**src/rtl/bplc_pkg.sv**
```systemverilog
`default_nettype none
// ----------------------------------------------------------------------------
// bplc_pkg: shared types and constants
// Types, widths and codes used by the button press length classifier.
// ----------------------------------------------------------------------------
package bplc_pkg;

    localparam int NUM_KEYS    = 4;
    localparam int TIMER_BITS  = 16;
    localparam int LONG_BITS   = 16;
    localparam int COUNT_BITS  = 16;
    localparam int CMP_BITS    = (TIMER_BITS > LONG_BITS) ? TIMER_BITS : LONG_BITS;
    localparam int CFG_IDX_BITS  = 3;
    localparam int CFG_DATA_BITS = 16;

    // Button order within the lanes.
    localparam int KEY_MODE = 0;
    localparam int KEY_SET  = 1;
    localparam int KEY_UP   = 2;
    localparam int KEY_DOWN = 3;

    // Configuration register indexes.
    localparam logic [CFG_IDX_BITS-1:0] REG_PRESS_MODE = 3'd0;
    localparam logic [CFG_IDX_BITS-1:0] REG_ACTIVE_LOW = 3'd1;
    localparam logic [CFG_IDX_BITS-1:0] REG_LONG_MODE  = 3'd2;
    localparam logic [CFG_IDX_BITS-1:0] REG_LONG_SET   = 3'd3;
    localparam logic [CFG_IDX_BITS-1:0] REG_LONG_UP    = 3'd4;
    localparam logic [CFG_IDX_BITS-1:0] REG_LONG_DOWN  = 3'd5;

    // Press mode codes; the fourth code selects no classification.
    localparam logic [1:0] MODE_SHORT_LONG = 2'd0;
    localparam logic [1:0] MODE_SHORT_ONLY = 2'd1;
    localparam logic [1:0] MODE_LONG_ONLY  = 2'd2;

    // Reset values of the thresholds.
    localparam logic [LONG_BITS-1:0] LONG_MODE_RST = 16'd1000;
    localparam logic [LONG_BITS-1:0] LONG_SET_RST  = 16'd500;
    localparam logic [LONG_BITS-1:0] LONG_UP_RST   = 16'd1000;
    localparam logic [LONG_BITS-1:0] LONG_DOWN_RST = 16'd1000;

    typedef enum logic [1:0] {
        EV_NONE  = 2'd0,
        EV_SHORT = 2'd1,
        EV_LONG  = 2'd2
    } event_t;

    typedef struct packed {
        event_t                ev;
        logic [COUNT_BITS-1:0] count;
    } lane_res_t;

endpackage
`default_nettype wire

```
**src/rtl/bplc_in_if.sv**
```systemverilog
`default_nettype none
// ----------------------------------------------------------------------------
// bplc_in_if: scan tick channel
// Carries the raw pin levels of the four buttons with a valid/ready handshake.
// ----------------------------------------------------------------------------
interface bplc_in_if;
    logic valid;
    logic ready;
    logic pin_mode_key;
    logic pin_set_key;
    logic pin_up_key;
    logic pin_down_key;

    modport source (
        output valid, pin_mode_key, pin_set_key, pin_up_key, pin_down_key,
        input  ready
    );
    modport sink (
        input  valid, pin_mode_key, pin_set_key, pin_up_key, pin_down_key,
        output ready
    );
endinterface
`default_nettype wire

```
**src/rtl/bplc_out_if.sv**
```systemverilog
`default_nettype none
// ----------------------------------------------------------------------------
// bplc_out_if: result channel
// Carries the per-button event codes and press counts of one scan tick.
// ----------------------------------------------------------------------------
interface bplc_out_if;
    import bplc_pkg::*;
    logic                  valid;
    logic                  ready;
    logic [1:0]            event_mode_key;
    logic [1:0]            event_set_key;
    logic [1:0]            event_up_key;
    logic [1:0]            event_down_key;
    logic [COUNT_BITS-1:0] count_mode_key;
    logic [COUNT_BITS-1:0] count_set_key;
    logic [COUNT_BITS-1:0] count_up_key;
    logic [COUNT_BITS-1:0] count_down_key;

    modport source (
        output valid, event_mode_key, event_set_key, event_up_key, event_down_key,
               count_mode_key, count_set_key, count_up_key, count_down_key,
        input  ready
    );
    modport sink (
        input  valid, event_mode_key, event_set_key, event_up_key, event_down_key,
               count_mode_key, count_set_key, count_up_key, count_down_key,
        output ready
    );
endinterface
`default_nettype wire

```
**src/rtl/bplc_lane.sv**
```systemverilog
`default_nettype none
// ----------------------------------------------------------------------------
// bplc_lane: per-button press classifier
// Holds one button's press timer and press counter and classifies each tick.
// ----------------------------------------------------------------------------
module bplc_lane
    import bplc_pkg::*;
(
    input  wire logic                 clk,
    input  wire logic                 rst_n,
    input  wire logic                 accept,
    input  wire logic                 pin,
    input  wire logic                 active_low,
    input  wire logic [1:0]           press_mode,
    input  wire logic [LONG_BITS-1:0] long_ticks,
    output lane_res_t                 res
);

    localparam logic [TIMER_BITS-1:0] TIMER_MAX = {TIMER_BITS{1'b1}};

    logic [TIMER_BITS-1:0] timer_reg;
    logic [TIMER_BITS-1:0] timer_next;
    logic [COUNT_BITS-1:0] count_reg;
    logic [COUNT_BITS-1:0] count_next;

    logic                  pressed;
    logic [TIMER_BITS-1:0] timer_inc;
    logic [CMP_BITS-1:0]   timer_ext;
    logic [CMP_BITS-1:0]   thr_ext;
    logic                  at_long;
    logic                  classify;
    event_t                ev;

    always_comb
    begin
        pressed   = active_low ? !pin : pin;
        timer_inc = (pressed && timer_reg != TIMER_MAX) ? timer_reg + 1'b1 : timer_reg;
        timer_ext = CMP_BITS'(timer_inc);
        thr_ext   = CMP_BITS'(long_ticks);
        at_long   = timer_ext >= thr_ext;
        // A release with time on the timer, or a hold beyond the threshold.
        classify  = (!pressed && timer_inc != '0) || (pressed && timer_ext > thr_ext);

        timer_next = timer_inc;
        count_next = count_reg;
        ev         = EV_NONE;
        if (classify)
        begin
            unique case (press_mode)
                MODE_SHORT_LONG:
                begin
                    if (at_long)
                    begin
                        ev = EV_LONG;
                        // A held button keeps reporting long until release.
                        if (!pressed)
                        begin
                            timer_next = '0;
                            count_next = count_reg + 1'b1;
                        end
                    end
                    else
                    begin
                        ev         = EV_SHORT;
                        timer_next = '0;
                        count_next = count_reg + 1'b1;
                    end
                end
                MODE_SHORT_ONLY:
                begin
                    ev         = EV_SHORT;
                    timer_next = '0;
                    count_next = count_reg + 1'b1;
                end
                MODE_LONG_ONLY:
                begin
                    if (at_long)
                    begin
                        ev         = EV_LONG;
                        timer_next = '0;
                        count_next = count_reg + 1'b1;
                    end
                    else if (!pressed)
                    begin
                        timer_next = '0;
                    end
                end
                default:
                begin
                    timer_next = timer_inc;
                end
            endcase
        end
        res.ev    = ev;
        res.count = count_next;
    end

    always_ff @(posedge clk or negedge rst_n)
    begin
        if (!rst_n)
        begin
            timer_reg <= '0;
            count_reg <= '0;
        end
        else if (accept)
        begin
            timer_reg <= timer_next;
            count_reg <= count_next;
        end
    end

`ifndef SYNTH
    a_short_counts: assert property (@(posedge clk) disable iff (!rst_n)
        accept && res.ev == EV_SHORT |=> count_reg == $past(count_reg) + 1'b1)
        else $error("short press did not advance the press counter");

    a_none_holds_count: assert property (@(posedge clk) disable iff (!rst_n)
        accept && res.ev == EV_NONE |=> $stable(count_reg))
        else $error("press counter moved on a tick with no event");

    a_idle_holds_state: assert property (@(posedge clk) disable iff (!rst_n)
        !accept |=> $stable(timer_reg) && $stable(count_reg))
        else $error("lane state changed without a transfer");
`endif

endmodule
`default_nettype wire

```
**src/rtl/bplc_merge.sv**
```systemverilog
`default_nettype none
// ----------------------------------------------------------------------------
// bplc_merge: result register
// Gathers the four lane results into one result item and holds it for the
// receiver; it accepts a new tick whenever the register is empty or drains.
// ----------------------------------------------------------------------------
module bplc_merge
    import bplc_pkg::*;
(
    input  wire logic                     clk,
    input  wire logic                     rst_n,
    input  wire logic                     in_valid,
    output logic                          in_ready,
    input  wire lane_res_t [NUM_KEYS-1:0] lanes,
    bplc_out_if.source                    res_out
);

    logic                     valid_reg;
    logic                     valid_next;
    lane_res_t [NUM_KEYS-1:0] res_reg;

    assign in_ready = !valid_reg || res_out.ready;

    always_comb
    begin
        valid_next = valid_reg;
        if (in_valid && in_ready)
        begin
            valid_next = 1'b1;
        end
        else if (res_out.ready)
        begin
            valid_next = 1'b0;
        end
    end

    always_ff @(posedge clk or negedge rst_n)
    begin
        if (!rst_n)
        begin
            valid_reg <= 1'b0;
        end
        else
        begin
            valid_reg <= valid_next;
        end
    end

    always_ff @(posedge clk)
    begin
        if (in_valid && in_ready)
        begin
            res_reg <= lanes;
        end
    end

    assign res_out.valid          = valid_reg;
    assign res_out.event_mode_key = res_reg[KEY_MODE].ev;
    assign res_out.event_set_key  = res_reg[KEY_SET].ev;
    assign res_out.event_up_key   = res_reg[KEY_UP].ev;
    assign res_out.event_down_key = res_reg[KEY_DOWN].ev;
    assign res_out.count_mode_key = res_reg[KEY_MODE].count;
    assign res_out.count_set_key  = res_reg[KEY_SET].count;
    assign res_out.count_up_key   = res_reg[KEY_UP].count;
    assign res_out.count_down_key = res_reg[KEY_DOWN].count;

`ifndef SYNTH
    a_full_blocks_input: assert property (@(posedge clk) disable iff (!rst_n)
        valid_reg && !res_out.ready |-> !in_ready)
        else $error("input taken while the result register is full and stalled");
`endif

endmodule
`default_nettype wire

```
**src/rtl/button_press_length_classifier_unit.sv**
```systemverilog
`default_nettype none
// ----------------------------------------------------------------------------
// button_press_length_classifier_unit: short/long key press classifier
// Classifies presses of the mode, set, up and down buttons as short or long.
// ----------------------------------------------------------------------------
// Usage:
//   key_in carries one scan tick per transfer: the raw pin level of each of
//   the four buttons. res_out carries one result per tick: an event code for
//   each button (none, short, long) and its wrapping press count after the
//   tick. The cfg_we/cfg_index/cfg_data port writes the press mode, the pin
//   polarity and the four long thresholds; write it only while idle.
//   A transferred tick's result is registered and shown on res_out from the
//   cycle after the transfer. Throughput is one tick per cycle while the
//   receiver takes each result; the four buttons are handled by separate
//   lanes that compare and increment their timers and counters combinationally.
//   Reset clears all timers and counters, empties the result register and
//   loads the register defaults (short and long mode, active low pins,
//   thresholds 1000, 500, 1000, 1000).
//   When the receiver stalls, the result register holds its item and key_in
//   ready falls until the item is transferred; no tick is lost.
// ----------------------------------------------------------------------------
module button_press_length_classifier_unit
    import bplc_pkg::*;
(
    input  wire logic                     clk,
    input  wire logic                     rst_n,
    input  wire logic                     cfg_we,
    input  wire logic [CFG_IDX_BITS-1:0]  cfg_index,
    input  wire logic [CFG_DATA_BITS-1:0] cfg_data,
    bplc_in_if.sink                       key_in,
    bplc_out_if.source                    res_out
);

    logic [1:0]           press_mode_reg;
    logic                 active_low_reg;
    logic [LONG_BITS-1:0] long_ticks_reg [NUM_KEYS];

    logic                     accept;
    logic                     merge_ready;
    logic [NUM_KEYS-1:0]      pins;
    lane_res_t [NUM_KEYS-1:0] lanes;

    always_ff @(posedge clk or negedge rst_n)
    begin
        if (!rst_n)
        begin
            press_mode_reg           <= MODE_SHORT_LONG;
            active_low_reg           <= 1'b1;
            long_ticks_reg[KEY_MODE] <= LONG_MODE_RST;
            long_ticks_reg[KEY_SET]  <= LONG_SET_RST;
            long_ticks_reg[KEY_UP]   <= LONG_UP_RST;
            long_ticks_reg[KEY_DOWN] <= LONG_DOWN_RST;
        end
        else if (cfg_we)
        begin
            unique case (cfg_index)
                REG_PRESS_MODE: press_mode_reg           <= cfg_data[1:0];
                REG_ACTIVE_LOW: active_low_reg           <= cfg_data[0];
                REG_LONG_MODE:  long_ticks_reg[KEY_MODE] <= cfg_data[LONG_BITS-1:0];
                REG_LONG_SET:   long_ticks_reg[KEY_SET]  <= cfg_data[LONG_BITS-1:0];
                REG_LONG_UP:    long_ticks_reg[KEY_UP]   <= cfg_data[LONG_BITS-1:0];
                REG_LONG_DOWN:  long_ticks_reg[KEY_DOWN] <= cfg_data[LONG_BITS-1:0];
                default:        press_mode_reg           <= press_mode_reg;
            endcase
        end
    end

    assign key_in.ready = merge_ready;
    assign accept       = key_in.valid && merge_ready;

    assign pins[KEY_MODE] = key_in.pin_mode_key;
    assign pins[KEY_SET]  = key_in.pin_set_key;
    assign pins[KEY_UP]   = key_in.pin_up_key;
    assign pins[KEY_DOWN] = key_in.pin_down_key;

    for (genvar k = 0; k < NUM_KEYS; k++)
    begin : g_lane
        bplc_lane u_lane (
            .clk        (clk),
            .rst_n      (rst_n),
            .accept     (accept),
            .pin        (pins[k]),
            .active_low (active_low_reg),
            .press_mode (press_mode_reg),
            .long_ticks (long_ticks_reg[k]),
            .res        (lanes[k])
        );
    end

    bplc_merge u_merge (
        .clk      (clk),
        .rst_n    (rst_n),
        .in_valid (key_in.valid),
        .in_ready (merge_ready),
        .lanes    (lanes),
        .res_out  (res_out)
    );

`ifndef SYNTH
    a_tick_gives_result: assert property (@(posedge clk) disable iff (!rst_n)
        accept |=> res_out.valid)
        else $error("transferred tick produced no result");
`endif

endmodule
`default_nettype wire
```
**src/flat_wrapper.sv**
```systemverilog
// flat-port wrapper written by rule: the top's interface ports become plain ports
module button_press_length_classifier_unit_flat import bplc_pkg::*;
  (clk, rst_n, cfg_we, cfg_index, cfg_data, key_in_valid, key_in_pin_mode_key, key_in_pin_set_key, key_in_pin_up_key, key_in_pin_down_key, key_in_ready, res_out_valid, res_out_event_mode_key, res_out_event_set_key, res_out_event_up_key, res_out_event_down_key, res_out_count_mode_key, res_out_count_set_key, res_out_count_up_key, res_out_count_down_key, res_out_ready);
  bplc_in_if key_in_i ();
  bplc_out_if res_out_i ();
  input  wire logic clk;
  input  wire logic rst_n;
  input  wire logic cfg_we;
  input  wire logic [CFG_IDX_BITS-1:0] cfg_index;
  input  wire logic [CFG_DATA_BITS-1:0] cfg_data;
  input wire logic [$bits(key_in_i.valid)-1:0] key_in_valid;
  input wire logic [$bits(key_in_i.pin_mode_key)-1:0] key_in_pin_mode_key;
  input wire logic [$bits(key_in_i.pin_set_key)-1:0] key_in_pin_set_key;
  input wire logic [$bits(key_in_i.pin_up_key)-1:0] key_in_pin_up_key;
  input wire logic [$bits(key_in_i.pin_down_key)-1:0] key_in_pin_down_key;
  output wire logic [$bits(key_in_i.ready)-1:0] key_in_ready;
  output wire logic [$bits(res_out_i.valid)-1:0] res_out_valid;
  output wire logic [$bits(res_out_i.event_mode_key)-1:0] res_out_event_mode_key;
  output wire logic [$bits(res_out_i.event_set_key)-1:0] res_out_event_set_key;
  output wire logic [$bits(res_out_i.event_up_key)-1:0] res_out_event_up_key;
  output wire logic [$bits(res_out_i.event_down_key)-1:0] res_out_event_down_key;
  output wire logic [$bits(res_out_i.count_mode_key)-1:0] res_out_count_mode_key;
  output wire logic [$bits(res_out_i.count_set_key)-1:0] res_out_count_set_key;
  output wire logic [$bits(res_out_i.count_up_key)-1:0] res_out_count_up_key;
  output wire logic [$bits(res_out_i.count_down_key)-1:0] res_out_count_down_key;
  input wire logic [$bits(res_out_i.ready)-1:0] res_out_ready;
  assign key_in_i.valid = key_in_valid;
  assign key_in_i.pin_mode_key = key_in_pin_mode_key;
  assign key_in_i.pin_set_key = key_in_pin_set_key;
  assign key_in_i.pin_up_key = key_in_pin_up_key;
  assign key_in_i.pin_down_key = key_in_pin_down_key;
  assign key_in_ready = key_in_i.ready;
  assign res_out_valid = res_out_i.valid;
  assign res_out_event_mode_key = res_out_i.event_mode_key;
  assign res_out_event_set_key = res_out_i.event_set_key;
  assign res_out_event_up_key = res_out_i.event_up_key;
  assign res_out_event_down_key = res_out_i.event_down_key;
  assign res_out_count_mode_key = res_out_i.count_mode_key;
  assign res_out_count_set_key = res_out_i.count_set_key;
  assign res_out_count_up_key = res_out_i.count_up_key;
  assign res_out_count_down_key = res_out_i.count_down_key;
  assign res_out_i.ready = res_out_ready;
  button_press_length_classifier_unit u_core (.clk(clk), .rst_n(rst_n), .cfg_we(cfg_we), .cfg_index(cfg_index), .cfg_data(cfg_data), .key_in(key_in_i), .res_out(res_out_i));
endmodule
```
**config.mk**
```make
export PLATFORM = sky130hd
export DESIGN_NAME = button_press_length_classifier_unit_flat
export DESIGN_NICKNAME = d
export VERILOG_FILES = /design/src/rtl/bplc_pkg.sv /design/src/rtl/bplc_in_if.sv /design/src/rtl/bplc_out_if.sv /design/src/rtl/bplc_lane.sv /design/src/rtl/bplc_merge.sv /design/src/rtl/button_press_length_classifier_unit.sv /design/src/flat_wrapper.sv
export SDC_FILE = /design/constraint.sdc
export NUM_CORES = 1
export LEC_CHECK = 0
export BUFFER_PORTS_ARGS = -buffer_cell sky130_fd_sc_hd__buf_2
export CAP_MARGIN = 20
export CORE_MARGIN = 4
export CORE_UTILIZATION = 42
export CTS_CLUSTER_DIAMETER = 150
export DETAILED_ROUTE_END_ITERATION = 10
export HOLD_SLACK_MARGIN = 0.03
export SYNTH_ARGS = -nofsm -noshare
export SYNTH_HDL_FRONTEND = slang
export SYNTH_SLANG_ARGS = --single-unit
```
**constraint.sdc**
```tcl
create_clock -name clk -period 6.38 [get_ports clk]
set_clock_uncertainty 0.2 [all_clocks]
set_input_delay 1.276 -clock clk [delete_from_list [all_inputs] [get_ports clk]]
set_output_delay 1.276 -clock clk [all_outputs]
set_load 0.01 [all_outputs]
```
Yosys cells after proc, flatten, opt, wreduce, memory -nomap -nowiden
Index checks and enable logic that the tools add are counted.
{"block": "totals", "wordCells": 152, "out_inout_bits": 74, "ff_bits": 268, "in_bits": 28}
{"block": "op_classes", "n_mux": 62, "n_lt_le_gt_ge": 8, "n_addsub": 8, "n_eq_ne": 11, "n_reduce_logical": 40}
{"cell": "$mux 16", "n": 36}
{"cell": "$pmux 16 s3", "n": 8}
{"cell": "$add 16x1->16 const B", "n": 8}
{"cell": "$ge 16x16->1", "n": 4}
{"cell": "$gt 16x16->1", "n": 4}
{"cell": "$ne 16x16->1 const B", "n": 4}
{"cell": "$reduce_bool 16->1", "n": 4}
{"cell": "$pmux 2 s3", "n": 4}
{"cell": "$mux 2", "n": 8}
{"cell": "$logic_and 1x1->1", "n": 13}
{"cell": "$reduce_and 2->1", "n": 6}
{"cell": "$logic_not 1->1", "n": 9}
{"cell": "$eq 3x2->1 const B", "n": 2}
{"cell": "$eq 3x3->1 const B", "n": 2}
{"cell": "$mux 1", "n": 6}
{"cell": "$logic_or 1x1->1", "n": 5}
{"cell": "$eq 3x1->1 const B", "n": 1}
{"cell": "$logic_not 3->1", "n": 1}
{"cell": "$eq 2x1->1 const B", "n": 1}
{"cell": "$eq 2x2->1 const B", "n": 1}
{"cell": "$logic_not 2->1", "n": 1}
{"cell": "$reduce_bool 2->1", "n": 1}

Logic depth before layout (Yosys ltp)
Gate-level depths: netlist of run 1.
{"block": "logic_depth", "word_depth": 8, "ltp_mapped": 20}

Hierarchy
From an unflattened synthesis of run 1, not the netlist that was laid out.
{"block": "hier_totals", "cells_unflattened": 1525, "hier_area_um2": 16403.2}
{"module": "bplc_lane (u_core.g_lane[0].u_lane ...)", "cells_per_inst": 327, "seq_area_each_um2": 800.8, "instances": 3, "area_per_inst_um2": 2911.5}
{"module": "bplc_lane (u_core.g_lane[3].u_lane)", "cells_per_inst": 321, "seq_area_each_um2": 800.8, "instances": 1, "area_per_inst_um2": 2747.6}
{"module": "button_press_length_classifier_unit", "cells_per_inst": 147, "seq_area_each_um2": 1707.9, "instances": 1, "area_per_inst_um2": 2705.1}
{"module": "bplc_merge", "cells_per_inst": 76, "seq_area_each_um2": 2187.1, "instances": 1, "area_per_inst_um2": 2215.9}

Least setup slack after synthesis of run 1
Ideal clock, no wire load.
{"block": "synth_timing", "kind": "in2reg", "from": "in key_in_pin_set_key", "to": "reg u_core.g_lane[1].u_lane.timer_reg[10]", "path_buffers": 2, "path_slack_ns": 1.172, "stages": 17, "t_arrival_ns": 4.766, "path_cell_list": "xnor2_2 -> or2_2 -> clkbuf_1 -> nor2_1 -> and3_1 -> and3_1 -> xnor2_1 -> inv_1 -> ha_1 -> a21oi_1 -> o21ai_0 -> a221oi_1 -> a31oi_1 -> and3_1 -> a2111oi_4 -> clkbuf_1 -> o22ai_1"}
{"block": "synth_between", "elab_chain_cells": 8, "elab_cells_between_ends": 16}
{"element": "start: declaration", "line": "flat_wrapper.sv:13", "rtl": "input wire logic [$bits(key_in_i.pin_set_key)-1:0] key_in_pin_set_key;"}
{"element": "$logic_not 1->1", "line": "bplc_lane.sv:36", "rtl": "pressed = active_low ? !pin : pin;"}
{"element": "$mux 1 *", "line": "bplc_lane.sv:36"}
{"element": "$logic_and 1x1->1", "line": "bplc_lane.sv:37", "rtl": "timer_inc = (pressed && timer_reg != TIMER_MAX) ? timer_reg + 1'b1 : timer_reg;"}
{"element": "$mux 16", "line": "bplc_lane.sv:37"}
{"element": "$ge 16x16->1, or another cell as far along", "line": "bplc_lane.sv:40", "rtl": "at_long = timer_ext >= thr_ext;"}
{"element": "$mux 16, or another cell as far along", "line": "bplc_lane.sv:77", "rtl": "if (at_long)"}
{"element": "$pmux 16 s3 / $logic_or 1x1->1 (equally long branches)", "line": "bplc_lane.sv:49, bplc_lane.sv:42"}
{"element": "$mux 16 *", "line": "bplc_lane.sv:47", "rtl": "if (classify)"}
{"element": "end signal: assignment", "line": "bplc_lane.sv:107", "rtl": "timer_reg <= timer_next;"}
{"element": "end: declaration", "line": "bplc_lane.sv:21", "rtl": "logic [TIMER_BITS-1:0] timer_reg;"}
Mark *: on every way between the ends. The rest lies on a longest branch, timed or not.
A chain may end at the register's enable or synchronous reset.

Final worst setup path of run 1
{"block": "layout_timing", "from": "reg u_core.g_lane[1].u_lane.timer_reg[2]", "to": "reg u_core.u_merge.res_reg (netlist bit u_core.u_merge.res_out.count_set_key[1]) (data pin)"}
{"block": "layout_between", "elab_chain_cells": 7, "elab_cells_between_ends": 14}
{"element": "parallel branches: the longest is 2 deep, another holds $add 16x1->16"}
{"element": "$mux 16 *", "line": "bplc_lane.sv:37"}
{"element": "$ge 16x16->1, or another cell as far along", "line": "bplc_lane.sv:40"}
{"element": "$mux 16, or another cell as far along", "line": "bplc_lane.sv:77"}
{"element": "$pmux 16 s3 / $logic_or 1x1->1 (equally long branches)", "line": "bplc_lane.sv:49, bplc_lane.sv:42"}
{"element": "$mux 16 *", "line": "bplc_lane.sv:47"}
{"element": "net u_core.g_lane[1].u_lane.count_next[1]", "line": "bplc_lane.sv:24", "rtl": "logic [COUNT_BITS-1:0] count_next;"}
{"element": "end signal: assignment", "line": "bplc_merge.sv:53", "rtl": "res_reg <= lanes;"}
{"element": "end: declaration", "line": "bplc_merge.sv:20", "rtl": "lane_res_t [NUM_KEYS-1:0] res_reg;"}
Mark *: on every way through the listed nets, which the timed path passes.

==> results of run 1 <==
-- cell usage after synthesis, types with 5 or more instances --
cell / count
nand4_1: 39
buf_2: 26
nor2b_1: 5
a21o_1: 11
xor2_1: 39
mux2_2: 50
nand3_1: 70
dfstp_2: 25
nor3_1: 35
a211oi_1: 6
o211ai_1: 12
edfxtp_1: 72
inv_1: 82
nand2b_1: 11
nor2_1: 84
ha_1: 72
nand2_1: 221
o21ai_0: 89
or3_1: 15
o31ai_1: 10
a22o_1: 8
a31oi_1: 17
nor4b_1: 5
dfrtp_1: 171
xnor2_1: 126
o21a_1: 10
mux2i_1: 8
and3_1: 59
a21oi_1: 43
clkbuf_1: 45
o22ai_1: 5
and4_1: 16
nor4_1: 17
-- metal layers --
layer | share of wire, % | vias up
met5 | 0 | -
met2 | 45 | 247
met1 | 49 | 5769
li1 | - | 5874
met4 | 1.9 | 0
met3 | 4.3 | 50
-- cell families after synthesis --
group / count (synthesis)
adder cells (fa/ha/maj): 72
buffers and inverters: 162
multiplexers: 62
AND/OR/NAND/NOR: 611
flip-flops: 268
XOR/XNOR: 172
AO/OA/AOI/OAI: 262
-- power by group --
| part | leakage, nW | switching (mW) | total (mW) | internal, mW |
|---|---|---|---|---|
| Sequential | 3.22 | 0.284 | 2.38 | 2.10 |
| Clock | 0.479 | 0.712 | 1.70 | 0.991 |
| Combinational | 3.94 | 0.846 | 1.45 | 0.602 |
| Total | 7.64 | 1.84 | 5.53 | 3.69 |
-- critical path: stages, from the launching register on --
cell     delay [ns]
dfrtp_1        0.55
nand4_1        0.28
nor4_1         0.49
or2_2          0.29
nor2_1         0.09
and3_1         0.22
and3_1         0.20
xnor2_1        0.17
inv_1          0.07
ha_1           0.30
nand4_1        0.12
nor4_1         0.48
o31ai_1        0.18
a31oi_1        0.60
nor2_1         0.28
nor3_4         0.21
buf_4          0.33
mux2_1         0.36
-- final cells by class --
class	count	area (um2)	area share, %
Timing Repair Buffer	119	649.4	3.661
Clock inverter	12	116.4	0.6559
Inverter	83	316.6	1.784
Clock buffer	44	873.3	4.923
Sequential cell	268	7098	40.01
Multi-Input combinational cell	1179	8053	45.39
Tap cell	504	630.6	3.555
Antenna cell	1	2.502	0.01411
-- metrics by stage --
step | cells | power (mW)
2_1_floorplan | 1609 | 3.412
3_3_place_gp | 2153 | 3.816
3_5_place_dp | 2153 | 3.865
4_1_cts | 2209 | 5.591
5_1_grt | 2209 | 5.896
6_report | 2210 | 5.529
-- worst max-delay path by stage --
stage | start | end | slack (ns) | cells after the start
final | u_core.g_lane[1].u_lane.timer_reg[2]$_DFFE_PN0P_ | u_core.u_merge.res_out.count_set_key[1]$_DFFE_PP_ | 0.71 | 17
after global routing | u_core.g_lane[1].u_lane.timer_reg[2]$_DFFE_PN0P_ | u_core.g_lane[1].u_lane.count_reg[1]$_DFFE_PN0P_ | 0.28 | 18
after CTS | u_core.g_lane[1].u_lane.timer_reg[2]$_DFFE_PN0P_ | u_core.g_lane[1].u_lane.count_reg[1]$_DFFE_PN0P_ | 0.84 | 18
after detailed placement | key_in_pin_set_key | u_core.u_merge.res_out.count_set_key[1]$_DFFE_PP_ | 0.30 | 17
after global placement | key_in_pin_set_key | u_core.u_merge.res_out.count_set_key[1]$_DFFE_PP_ | 0.54 | 17
after floorplan | key_in_pin_set_key | u_core.g_lane[1].u_lane.timer_reg[10]$_DFFE_PN0P_ | 1.17 | 17
==> PnR_summary.wiki, run 1 <==
{| class="wikitable"
! Metric !! Value
|-
| Result of the run || completed
|-
| Clock transition at the registers of the reported paths || 0.06 ns
|-
| Worst hold margin || 0.2940 ns
|-
| Number of cells traversed by the worst register-to-register path || 17
|-
| CTS Hold Bufs || 0
|-
| Kind of critical path || reg2reg
|-
| Average cell area after synthesis || 9.814 um2
|-
| I/O Buffers || 101
|-
| Prevailing post-synth register cell || dfrtp_1
|-
| Cell Area, Synth || 15790 um2
|-
| Element type at the critical path end || flip-flop
|-
| Hold path cells || 1
|-
| Worst slack at placement || 0.2960 ns
|-
| Top cell type by total area after synthesis || dfrtp_1
|-
| Count of cell types in the netlist || 83
|-
| Io pins || 102
|-
| DR vias/cell || 5.403
|-
| Crit-path max FO || 32
|-
| Most frequent standard cell in the layout excluding fill and tap cells || nand2_1
|-
| Wire length of the first global-routing pass || 60750 um
|-
| Critical path startpoint category || flip-flop
|-
| Sink count of the clock tree || 268
|-
| Power per standard cell area || 311.7 nW/um2
|-
| Final-layout fill cell count || 3457
|-
| Vias in the first global route || 11580
|-
| Crit path required time || 6.51 ns
|-
| Placed instance area || 16750 um2
|-
| Multiplexer share of the synthesized area || 4.382%
|-
| Setup slack, reg-to-reg || 0.71 ns
|-
| Final wirelength || 36490 um
|-
| Post-route antenna net violation count || 0
|-
| Data arrival, critical path || 5.80 ns
|-
| CTS tree || yes
|-
| Transition at the pin with the smallest max-transition slack || 0.9763 ns
|-
| Static Leakage || 7.639 nW
|-
| RSZ-0062 raised after global routing || no
|-
| Bufs on Longest Clock Path || 3
|-
| Total number of placement rows || 70
|-
| Reg-to-reg endpoint || u_core.u_merge.res_out.count_set_key[1]$_DFFE_PP_
|-
| Initial antenna violation count || 0
|-
| Met3 Use GR || 2.358%
|-
| Routability-driven placement congestion ratio || 0.8481
|-
| Post-layout minimum cycle time || 5.670 ns
|-
| Total of flip-flops plus latches after synthesis || 268
|-
| Post-synthesis sequential area ratio || 44.95%
|-
| Share of the clock period used by the worst path after layout || 88.88%
|-
| Buffer type at the clock tree root || clkbuf_16
|-
| H-tree lvl count || 1
|-
| Xor/xnor cell area share of the yosys netlist || 10.16%
|-
| Combinational family with the most area after synthesis || simple AND/OR/NAND/NOR gates
|-
| Post-synthesis share of cell area spent on and, or, nand and nor gates || 19.48%
|-
| Mean routed wirelength per cell || 16.51 um
|-
| Area share of the largest cell type after synthesis || 27.10%
|-
| Initial detailed-routing violation count || 845
|-
| Setup violations, final || 0
|-
| Final Hold Viols || 0
|-
| Postcts setup bufs || 0
|-
| Worst-case setup margin in the final layout || 0.7095 ns
|-
| Vias post-DR || 11940
|-
| Quantity of gates resized following cts || 0
|-
| Endpoint of the worst hold-timing path || u_core.g_lane[0].u_lane.count_reg[15]$_DFFE_PN0P_
|-
| Post-Route Utilization || 48.11%
|-
| Class of the worst hold path || reg2reg
|-
| Final Instance Area || 17740 um2
|-
| GRT overflow || 0
|-
| Fraction of registers with async set or reset after synthesis || 73.13%
|-
| Proportion of layout cells with a drive suffix above 1 || 16.36%
|-
| Pin count of the biggest net entering global routing || 89
|-
| GRT Total Usage || 17.76%
|-
| Commonest cells after routing, fill and taps aside || 220 x nand2_1, 171 x dfrtp_1, 126 x xnor2_1, 100 x buf_2, 89 x o21ai_0
|-
| Clock Latency Late Sink || 0.58 ns
|-
| Core area || 36870 um2
|-
| TritonCTS Buffers || 30
|-
| GR peak layer || met2
|-
| Number of optimization iterations in the first detailed-route pass || 5
|-
| Met2 GRT Util || 28.20%
|-
| Syn_nets || 1709
|-
| Launch point of the worst hold path || u_core.g_lane[0].u_lane.count_reg[15]$_DFFE_PN0P_
|-
| Crit Reg-Reg Startpoint || u_core.g_lane[1].u_lane.timer_reg[2]$_DFFE_PN0P_
|-
| Synthesized-area fraction occupied by ao, oa, aoi and oai cells || 11.14%
|-
| Detail Placement HPWL || 26020 um
|-
| Synthesis-to-finish area growth || 12.34%
|-
| Yosys warnings || 0
|-
| Fraction of the mapped netlist area in adder cells || 5.705%
|-
| Die Ht || 201.9 um
|-
| Final Slew Violations || 0
|-
| Top cells by area, synth || dfrtp_1 27%, edfxtp_1 14%, xnor2_1 7.0%
|-
| Upper clock frequency limit || 176.4 MHz
|-
| DRC violations left || 0
|-
| Max-cap violation count || 0
|-
| Number of enable flip-flop cells after synthesis || 72
|-
| Setup TNS || 0 ns
|-
| Nets || 1781
|-
| Worst-case headroom to the max-slew limit || 34.57%
|-
| Initial core utilization || 42.83%
|-
| Cells after Synth || 1609
|-
| Die footprint || 40770 um2
|-
| GR Util met1 || 26.17%
|-
| Maximum resistive drop on vdd || 0.0002173 V
|-
| Horizontal die dimension || 201.9 um
|}
Power figures use the tool's default switching activity.
==> run 2, diff against run 1 <==
--- a/config.mk
+++ b/config.mk
@@ -5,12 +5,12 @@
 export SDC_FILE = /design/constraint.sdc
 export NUM_CORES = 1
 export LEC_CHECK = 0
-export BUFFER_PORTS_ARGS = -buffer_cell sky130_fd_sc_hd__buf_2
-export CAP_MARGIN = 20
+export CAP_MARGIN = 10
 export CORE_MARGIN = 4
 export CORE_UTILIZATION = 42
 export CTS_CLUSTER_DIAMETER = 150
 export DETAILED_ROUTE_END_ITERATION = 10
+export DONT_BUFFER_PORTS = 1
 export HOLD_SLACK_MARGIN = 0.03
 export SYNTH_ARGS = -nofsm -noshare
 export SYNTH_HDL_FRONTEND = slang
==> PnR_summary.wiki, run 2 (synthesis results as in run 1) <==
{| class="wikitable"
! Metric !! Value
|-
| DRC violations left || 0
|-
| Mean routed wirelength per cell || 17.51 um
|-
| Final Hold Viols || 0
|-
| Vias post-DR || 11750
|-
| Horizontal die dimension || 201.9 um
|-
| Critical path's largest stage delay || 0.52 ns
|-
| Synthesis-to-finish area growth || 10.05%
|-
| Quantity of gates resized following cts || 0
|-
| Most frequent standard cell in the layout excluding fill and tap cells || nand2_1
|-
| Static Leakage || 7.292 nW
|-
| Commonest cells after routing, fill and taps aside || 220 x nand2_1, 171 x dfrtp_1, 126 x xnor2_1, 89 x o21ai_0, 84 x nor2_1
|-
| Setup violations, final || 0
|-
| Worst hold margin || 0.2325 ns
|-
| Wire length of the first global-routing pass || 60510 um
|-
| Power per standard cell area || 330.7 nW/um2
|-
| Core area || 36870 um2
|-
| Postcts setup bufs || 0
|-
| Sink count of the clock tree || 268
|-
| Critical path startpoint category || flip-flop
|-
| Placed instance area || 16200 um2
|-
| Element type at the critical path end || flip-flop
|-
| Initial detailed-routing violation count || 828
|-
| H-tree lvl count || 2
|-
| Worst-case setup margin in the final layout || 0.8246 ns
|-
| Final wirelength || 36930 um
|-
| Vias in the first global route || 11240
|-
| GRT overflow || 0
|-
| Die Ht || 201.9 um
|-
| Share of the clock period used by the worst path after layout || 87.07%
|-
| GRT Total Usage || 17.99%
|-
| Crit-path max FO || 32
|-
| Die footprint || 40770 um2
|-
| Crit path launch || u_core.g_lane[1].u_lane.timer_reg[2]$_DFFE_PN0P_
|-
| Number of optimization iterations in the first detailed-route pass || 5
|-
| CTS tree || yes
|-
| Initial core utilization || 42.83%
|-
| Clock Latency Late Sink || 0.55 ns
|-
| Total number of placement rows || 70
|-
| Crit-path leading delay family || simple AND/OR/NAND/NOR gates
|-
| Worst slack at placement || 0.5306 ns
|-
| TritonCTS Buffers || 34
|-
| Nets || 1679
|-
| Kind of critical path || reg2reg
|-
| Critical path's slowest cell || dfrtp_1
|-
| Initial antenna violation count || 1
|-
| Clock transition at the registers of the reported paths || 0.06 ns
|-
| Transition at the pin with the smallest max-transition slack || 1.067 ns
|-
| Setup TNS || 0 ns
|-
| I/O Buffers || 0
|-
| Data arrival, critical path || 5.64 ns
|-
| Total chip power || 5.746 mW
|-
| Maximum resistive drop on vdd || 0.0002766 V
|-
| Upper clock frequency limit || 180.0 MHz
|-
| Max-cap violation count || 0
|-
| CTS Hold Bufs || 0
|-
| RSZ-0062 raised after global routing || no
|-
| Cell-by-cell listing of the critical path || nand4_1 > nor4_1 > or2_2 > nor2_1 > and3_1 > and3_1 > xnor2_1 > inv_1 > ha_1 > nand4_1 > nor4_1 > o31ai_1 > a31oi_1 > nor2_1 > nor3_4 > buf_4 > mux2_1
|-
| Crit path required time || 6.46 ns
|-
| Number of placed instances with taps included || 2047
|-
| Final Slew Violations || 0
|-
| Buffer type at the clock tree root || clkbuf_16
|-
| Io pins || 102
|-
| Post-route insts no fill || 2109
|-
| DR vias/cell || 5.569
|-
| Final Instance Area || 17380 um2
|-
| Class of the worst hold path || in2async
|-
| Post-layout minimum cycle time || 5.555 ns
|-
| Number of antenna diodes || 0
|-
| Proportion of layout cells with a drive suffix above 1 || 11.21%
|-
| Buf/Inv on CP || 2
|-
| Routability-driven placement congestion ratio || 0.8651
|-
| Detail Placement HPWL || 25390 um
|-
| Bufs on Longest Clock Path || 3
|-
| Result of the run || completed
|-
| Pin count of the biggest net entering global routing || 197
|-
| Crit Reg-Reg Startpoint || u_core.g_lane[1].u_lane.timer_reg[2]$_DFFE_PN0P_
|-
| Post-route antenna net violation count || 0
|-
| Post-Route Utilization || 47.13%
|-
| Worst-case headroom to the max-slew limit || 28.20%
|}
## run 2: changes by cell type in the layout (fill, tap and decap cells not counted), sizes merged
cell | before | now
clkinv | 8 | 9
inv | 83 | 85
clkinvlp | 3 | 2
buf | 118 | 13
diode | 1 | 0
bufinv | 1 | 4
## run 2: routing by layer
metal | vias up | global-route usage [%] | routed length (um)
met3 | 59 | 3.658 | 2219
met5 | - | 0 | 0
met2 | 296 | 27.87 | 16440
met1 | 5728 | 25.69 | 17480
li1 | 5662 | - | -
met4 | 0 | 5.151 | 795
## run 2: where the power goes
| part | total, mW | switching, mW | internal [mW] |
|---|---|---|---|
| logic | 1.32 | 0.765 | 0.558 |
| clock network | 2.01 | 0.768 | 1.24 |
| registers | 2.41 | 0.312 | 2.10 |
| total | 5.75 | 1.85 | 3.90 |
## run 2: layout make-up
class | instances | area [um2]
clock buffers | 45 | 973.4
flip-flops and latches | 268 | 7098
well taps | 504 | 630.6
fillers | 3428 | 19490
multi-input cells | 1179 | 8053
clock inverters | 17 | 209.0
repair buffers | 13 | 97.59
inverters | 83 | 316.6
## run 2: final timing paths
path | slack (ns) | cells after the start | end
max | 0.82 | 17 | u_core.u_merge.res_out.count_set_key[1]$_DFFE_PP_
min | 0.23 | 0 | u_core.g_lane[0].u_lane.count_reg[8]$_DFFE_PN0P_
max reg2reg | 0.82 | 17 | u_core.u_merge.res_out.count_set_key[1]$_DFFE_PP_
min reg2reg | 0.30 | 1 | u_core.g_lane[3].u_lane.count_reg[15]$_DFFE_PN0P_
max in group asynchronous | 5.31 | 0 | u_core.g_lane[3].u_lane.timer_reg[14]$_DFFE_PN0P_
min in group clk | 0.30 | 1 | u_core.g_lane[3].u_lane.count_reg[15]$_DFFE_PN0P_
## run 2: worst register-to-register path: cells and delay by family (launching register included)
kind	cells	cell delay, ns
simple gates	10	2.64
compound gates	2	0.69
flops	1	0.52
buf+inv	2	0.39
mux	1	0.37
fa+ha+maj	1	0.30
xor+xnor	1	0.18
==> run 3, diff against run 2 <==
--- a/config.mk
+++ b/config.mk
@@ -12,6 +12,7 @@
 export DETAILED_ROUTE_END_ITERATION = 10
 export DONT_BUFFER_PORTS = 1
 export HOLD_SLACK_MARGIN = 0.03
+export RECOVER_POWER = 100
 export SYNTH_ARGS = -nofsm -noshare
 export SYNTH_HDL_FRONTEND = slang
 export SYNTH_SLANG_ARGS = --single-unit
==> PnR_summary.wiki, run 3 (synthesis results as in run 1) <==
{| class="wikitable"
! Metric !! Value
|-
| Postcts setup bufs || 0
|-
| Violations in the final reports || capacitance limit, slew limit
|-
| Buffer type at the clock tree root || clkbuf_16
|-
| Seq pwr share || 42.2%
|-
| Bufs on Longest Clock Path || 3
|-
| Sink count of the clock tree || 268
|-
| Static Leakage || 7.257 nW
|-
| Crit path required time || 6.48 ns
|-
| Die Ht || 201.9 um
|-
| Number of antenna diodes || 0
|-
| TritonCTS Buffers || 34
|-
| Initial core utilization || 42.83%
|-
| Post-route antenna net violation count || 0
|-
| Initial detailed-routing violation count || 876
|-
| RSZ-0062 raised after global routing || no
|-
| DRC violations left || 0
|-
| Number of optimization iterations in the first detailed-route pass || 5
|-
| Pin count of the biggest net entering global routing || 197
|-
| Proportion of layout cells with a drive suffix above 1 || 10.28%
|-
| Critical path startpoint category || flip-flop
|-
| Result of the run || finished with violations
|-
| Placed instance area || 16200 um2
|-
| Upper clock frequency limit || 173.1 MHz
|-
| GRT overflow || 0
|-
| Internal power || 3.883 mW
|-
| Mean routed wirelength per cell || 17.55 um
|-
| Post-Route Utilization || 46.88%
|-
| Synthesis-to-finish area growth || 9.468%
|-
| I/O Buffers || 0
|-
| Switching power || 1.832 mW
|-
| Number of cells traversed by the worst register-to-register path || 15
|-
| Die footprint || 40770 um2
|-
| Clock Latency Late Sink || 0.55 ns
|-
| Nets || 1679
|-
| Most frequent standard cell in the layout excluding fill and tap cells || nand2_1
|-
| Class of the worst hold path || in2async
|-
| Vias post-DR || 11770
|-
| Kind of critical path || reg2reg
|-
| DR vias/cell || 5.581
|-
| Core area || 36870 um2
|-
| Max-cap violation count || 1
|-
| Combinational Power Share || 22.6%
|-
| Post-layout minimum cycle time || 5.775 ns
|-
| Clock network power share || 35.2%
|-
| Commonest cells after routing, fill and taps aside || 221 x nand2_1, 171 x dfrtp_1, 127 x xnor2_1, 90 x o21ai_0, 85 x nor2_1
|-
| Total number of placement rows || 70
|-
| Share of the clock period used by the worst path after layout || 90.52%
|-
| Final Hold Viols || 0
|-
| Final Instance Area || 17290 um2
|-
| Final Slew Violations || 109
|-
| Setup TNS || 0 ns
|-
| Io pins || 102
|-
| Element type at the critical path end || flip-flop
|-
| Setup slack, reg-to-reg || 0.60 ns
|-
| Vias in the first global route || 11240
|-
| Post-route insts no fill || 2109
|-
| Final wirelength || 37020 um
|-
| Number of placed instances with taps included || 2047
|-
| Horizontal die dimension || 201.9 um
|-
| Initial antenna violation count || 1
|-
| H-tree lvl count || 2
|-
| Wire length of the first global-routing pass || 60510 um
|-
| CTS tree || yes
|-
| Clock transition at the registers of the reported paths || 0.06 ns
|-
| Power per standard cell area || 330.6 nW/um2
|-
| CTS Hold Bufs || 0
|-
| GRT Total Usage || 17.99%
|-
| Crit-path max FO || 30
|-
| Worst-case headroom to the max-slew limit || -156.9%
|-
| Data arrival, critical path || 5.87 ns
|-
| Detail Placement HPWL || 25390 um
|-
| Proportion of total power due to net switching || 32.06%
|-
| Routability-driven placement congestion ratio || 0.8651
|-
| Quantity of gates resized following cts || 0
|-
| Setup violations, final || 0
|-
| Transition at the pin with the smallest max-transition slack || 3.853 ns
|-
| Maximum resistive drop on vdd || 0.0002754 V
|}
==> run 3: stage by stage <==
step           hold slack, ns  total power [mW]  setup WS (ns)
2_1_floorplan          0.2650             3.412          1.172
3_3_place_gp           0.2791             3.716         0.7016
3_5_place_dp           0.2885             3.768         0.5306
4_1_cts                0.2048             5.814         0.8461
5_1_grt                0.2091             6.072         0.1605
6_report               0.2318             5.715         0.6046
==> run 3: final cells by class <==
class | instances | area [um2]
clock buffer | 45 | 973.4
fill | 3438 | 19590
tap | 504 | 630.6
timing repair buffer | 13 | 82.58
clock inverter | 17 | 209.0
sequential | 268 | 7098
inverter | 83 | 311.5
multi-input combinational | 1179 | 7981
==> run 3: metal layers <==
layer	share of wire (%)	GRT usage [%]	wire length, um	vias to the layer above
met5	0	0	0	-
li1	-	-	-	5663
met2	44	27.87	16450	299
met1	47	25.69	17500	5756
met4	2.1	5.151	774	0
met3	6.2	3.658	2294	53
==> run 3: power by group through the flow <==
stage / combinational (mW) / sequential [mW] / clock (mW)
floorplan: 1.09 / 2.32 / 0
global route: 1.46 / 2.46 / 2.15
detailed placement: 1.33 / 2.44 / 0
CTS: 1.33 / 2.41 / 2.07
finish: 1.29 / 2.41 / 2.01
global placement: 1.28 / 2.43 / 0
==> run 3: path summary, 6_finish.rpt <==
| kind | startpoint | end |
|---|---|---|
| setup / recovery | u_core.g_lane[2].u_lane.timer_reg[0]$_DFFE_PN0P_ | u_core.u_merge.res_out.count_up_key[1]$_DFFE_PP_ |
| hold / removal | rst_n | u_core.g_lane[0].u_lane.count_reg[8]$_DFFE_PN0P_ |
| setup reg to reg | u_core.g_lane[2].u_lane.timer_reg[0]$_DFFE_PN0P_ | u_core.u_merge.res_out.count_up_key[1]$_DFFE_PP_ |
| hold reg to reg | u_core.g_lane[3].u_lane.count_reg[15]$_DFFE_PN0P_ | u_core.g_lane[3].u_lane.count_reg[15]$_DFFE_PN0P_ |
| max in group asynchronous | rst_n | u_core.g_lane[3].u_lane.timer_reg[14]$_DFFE_PN0P_ |
| min in group clk | u_core.g_lane[3].u_lane.count_reg[15]$_DFFE_PN0P_ | u_core.g_lane[3].u_lane.count_reg[15]$_DFFE_PN0P_ |
==> run 3: critical path, stage by stage (launching register included) <==
cell      delay [ns]
dfrtp_1         0.44
ha_1            0.30
nand3_1         0.34
nor2_1          0.19
a21oi_1         0.36
nand4_1         0.20
xnor2_1         0.18
ha_1            0.33
nand4_1         0.14
nor3_1          0.21
nand2_1         0.12
a41oi_1         0.37
mux2_1          0.37
a211oi_2        0.41
clkbuf_1        0.94
mux2_2          0.42
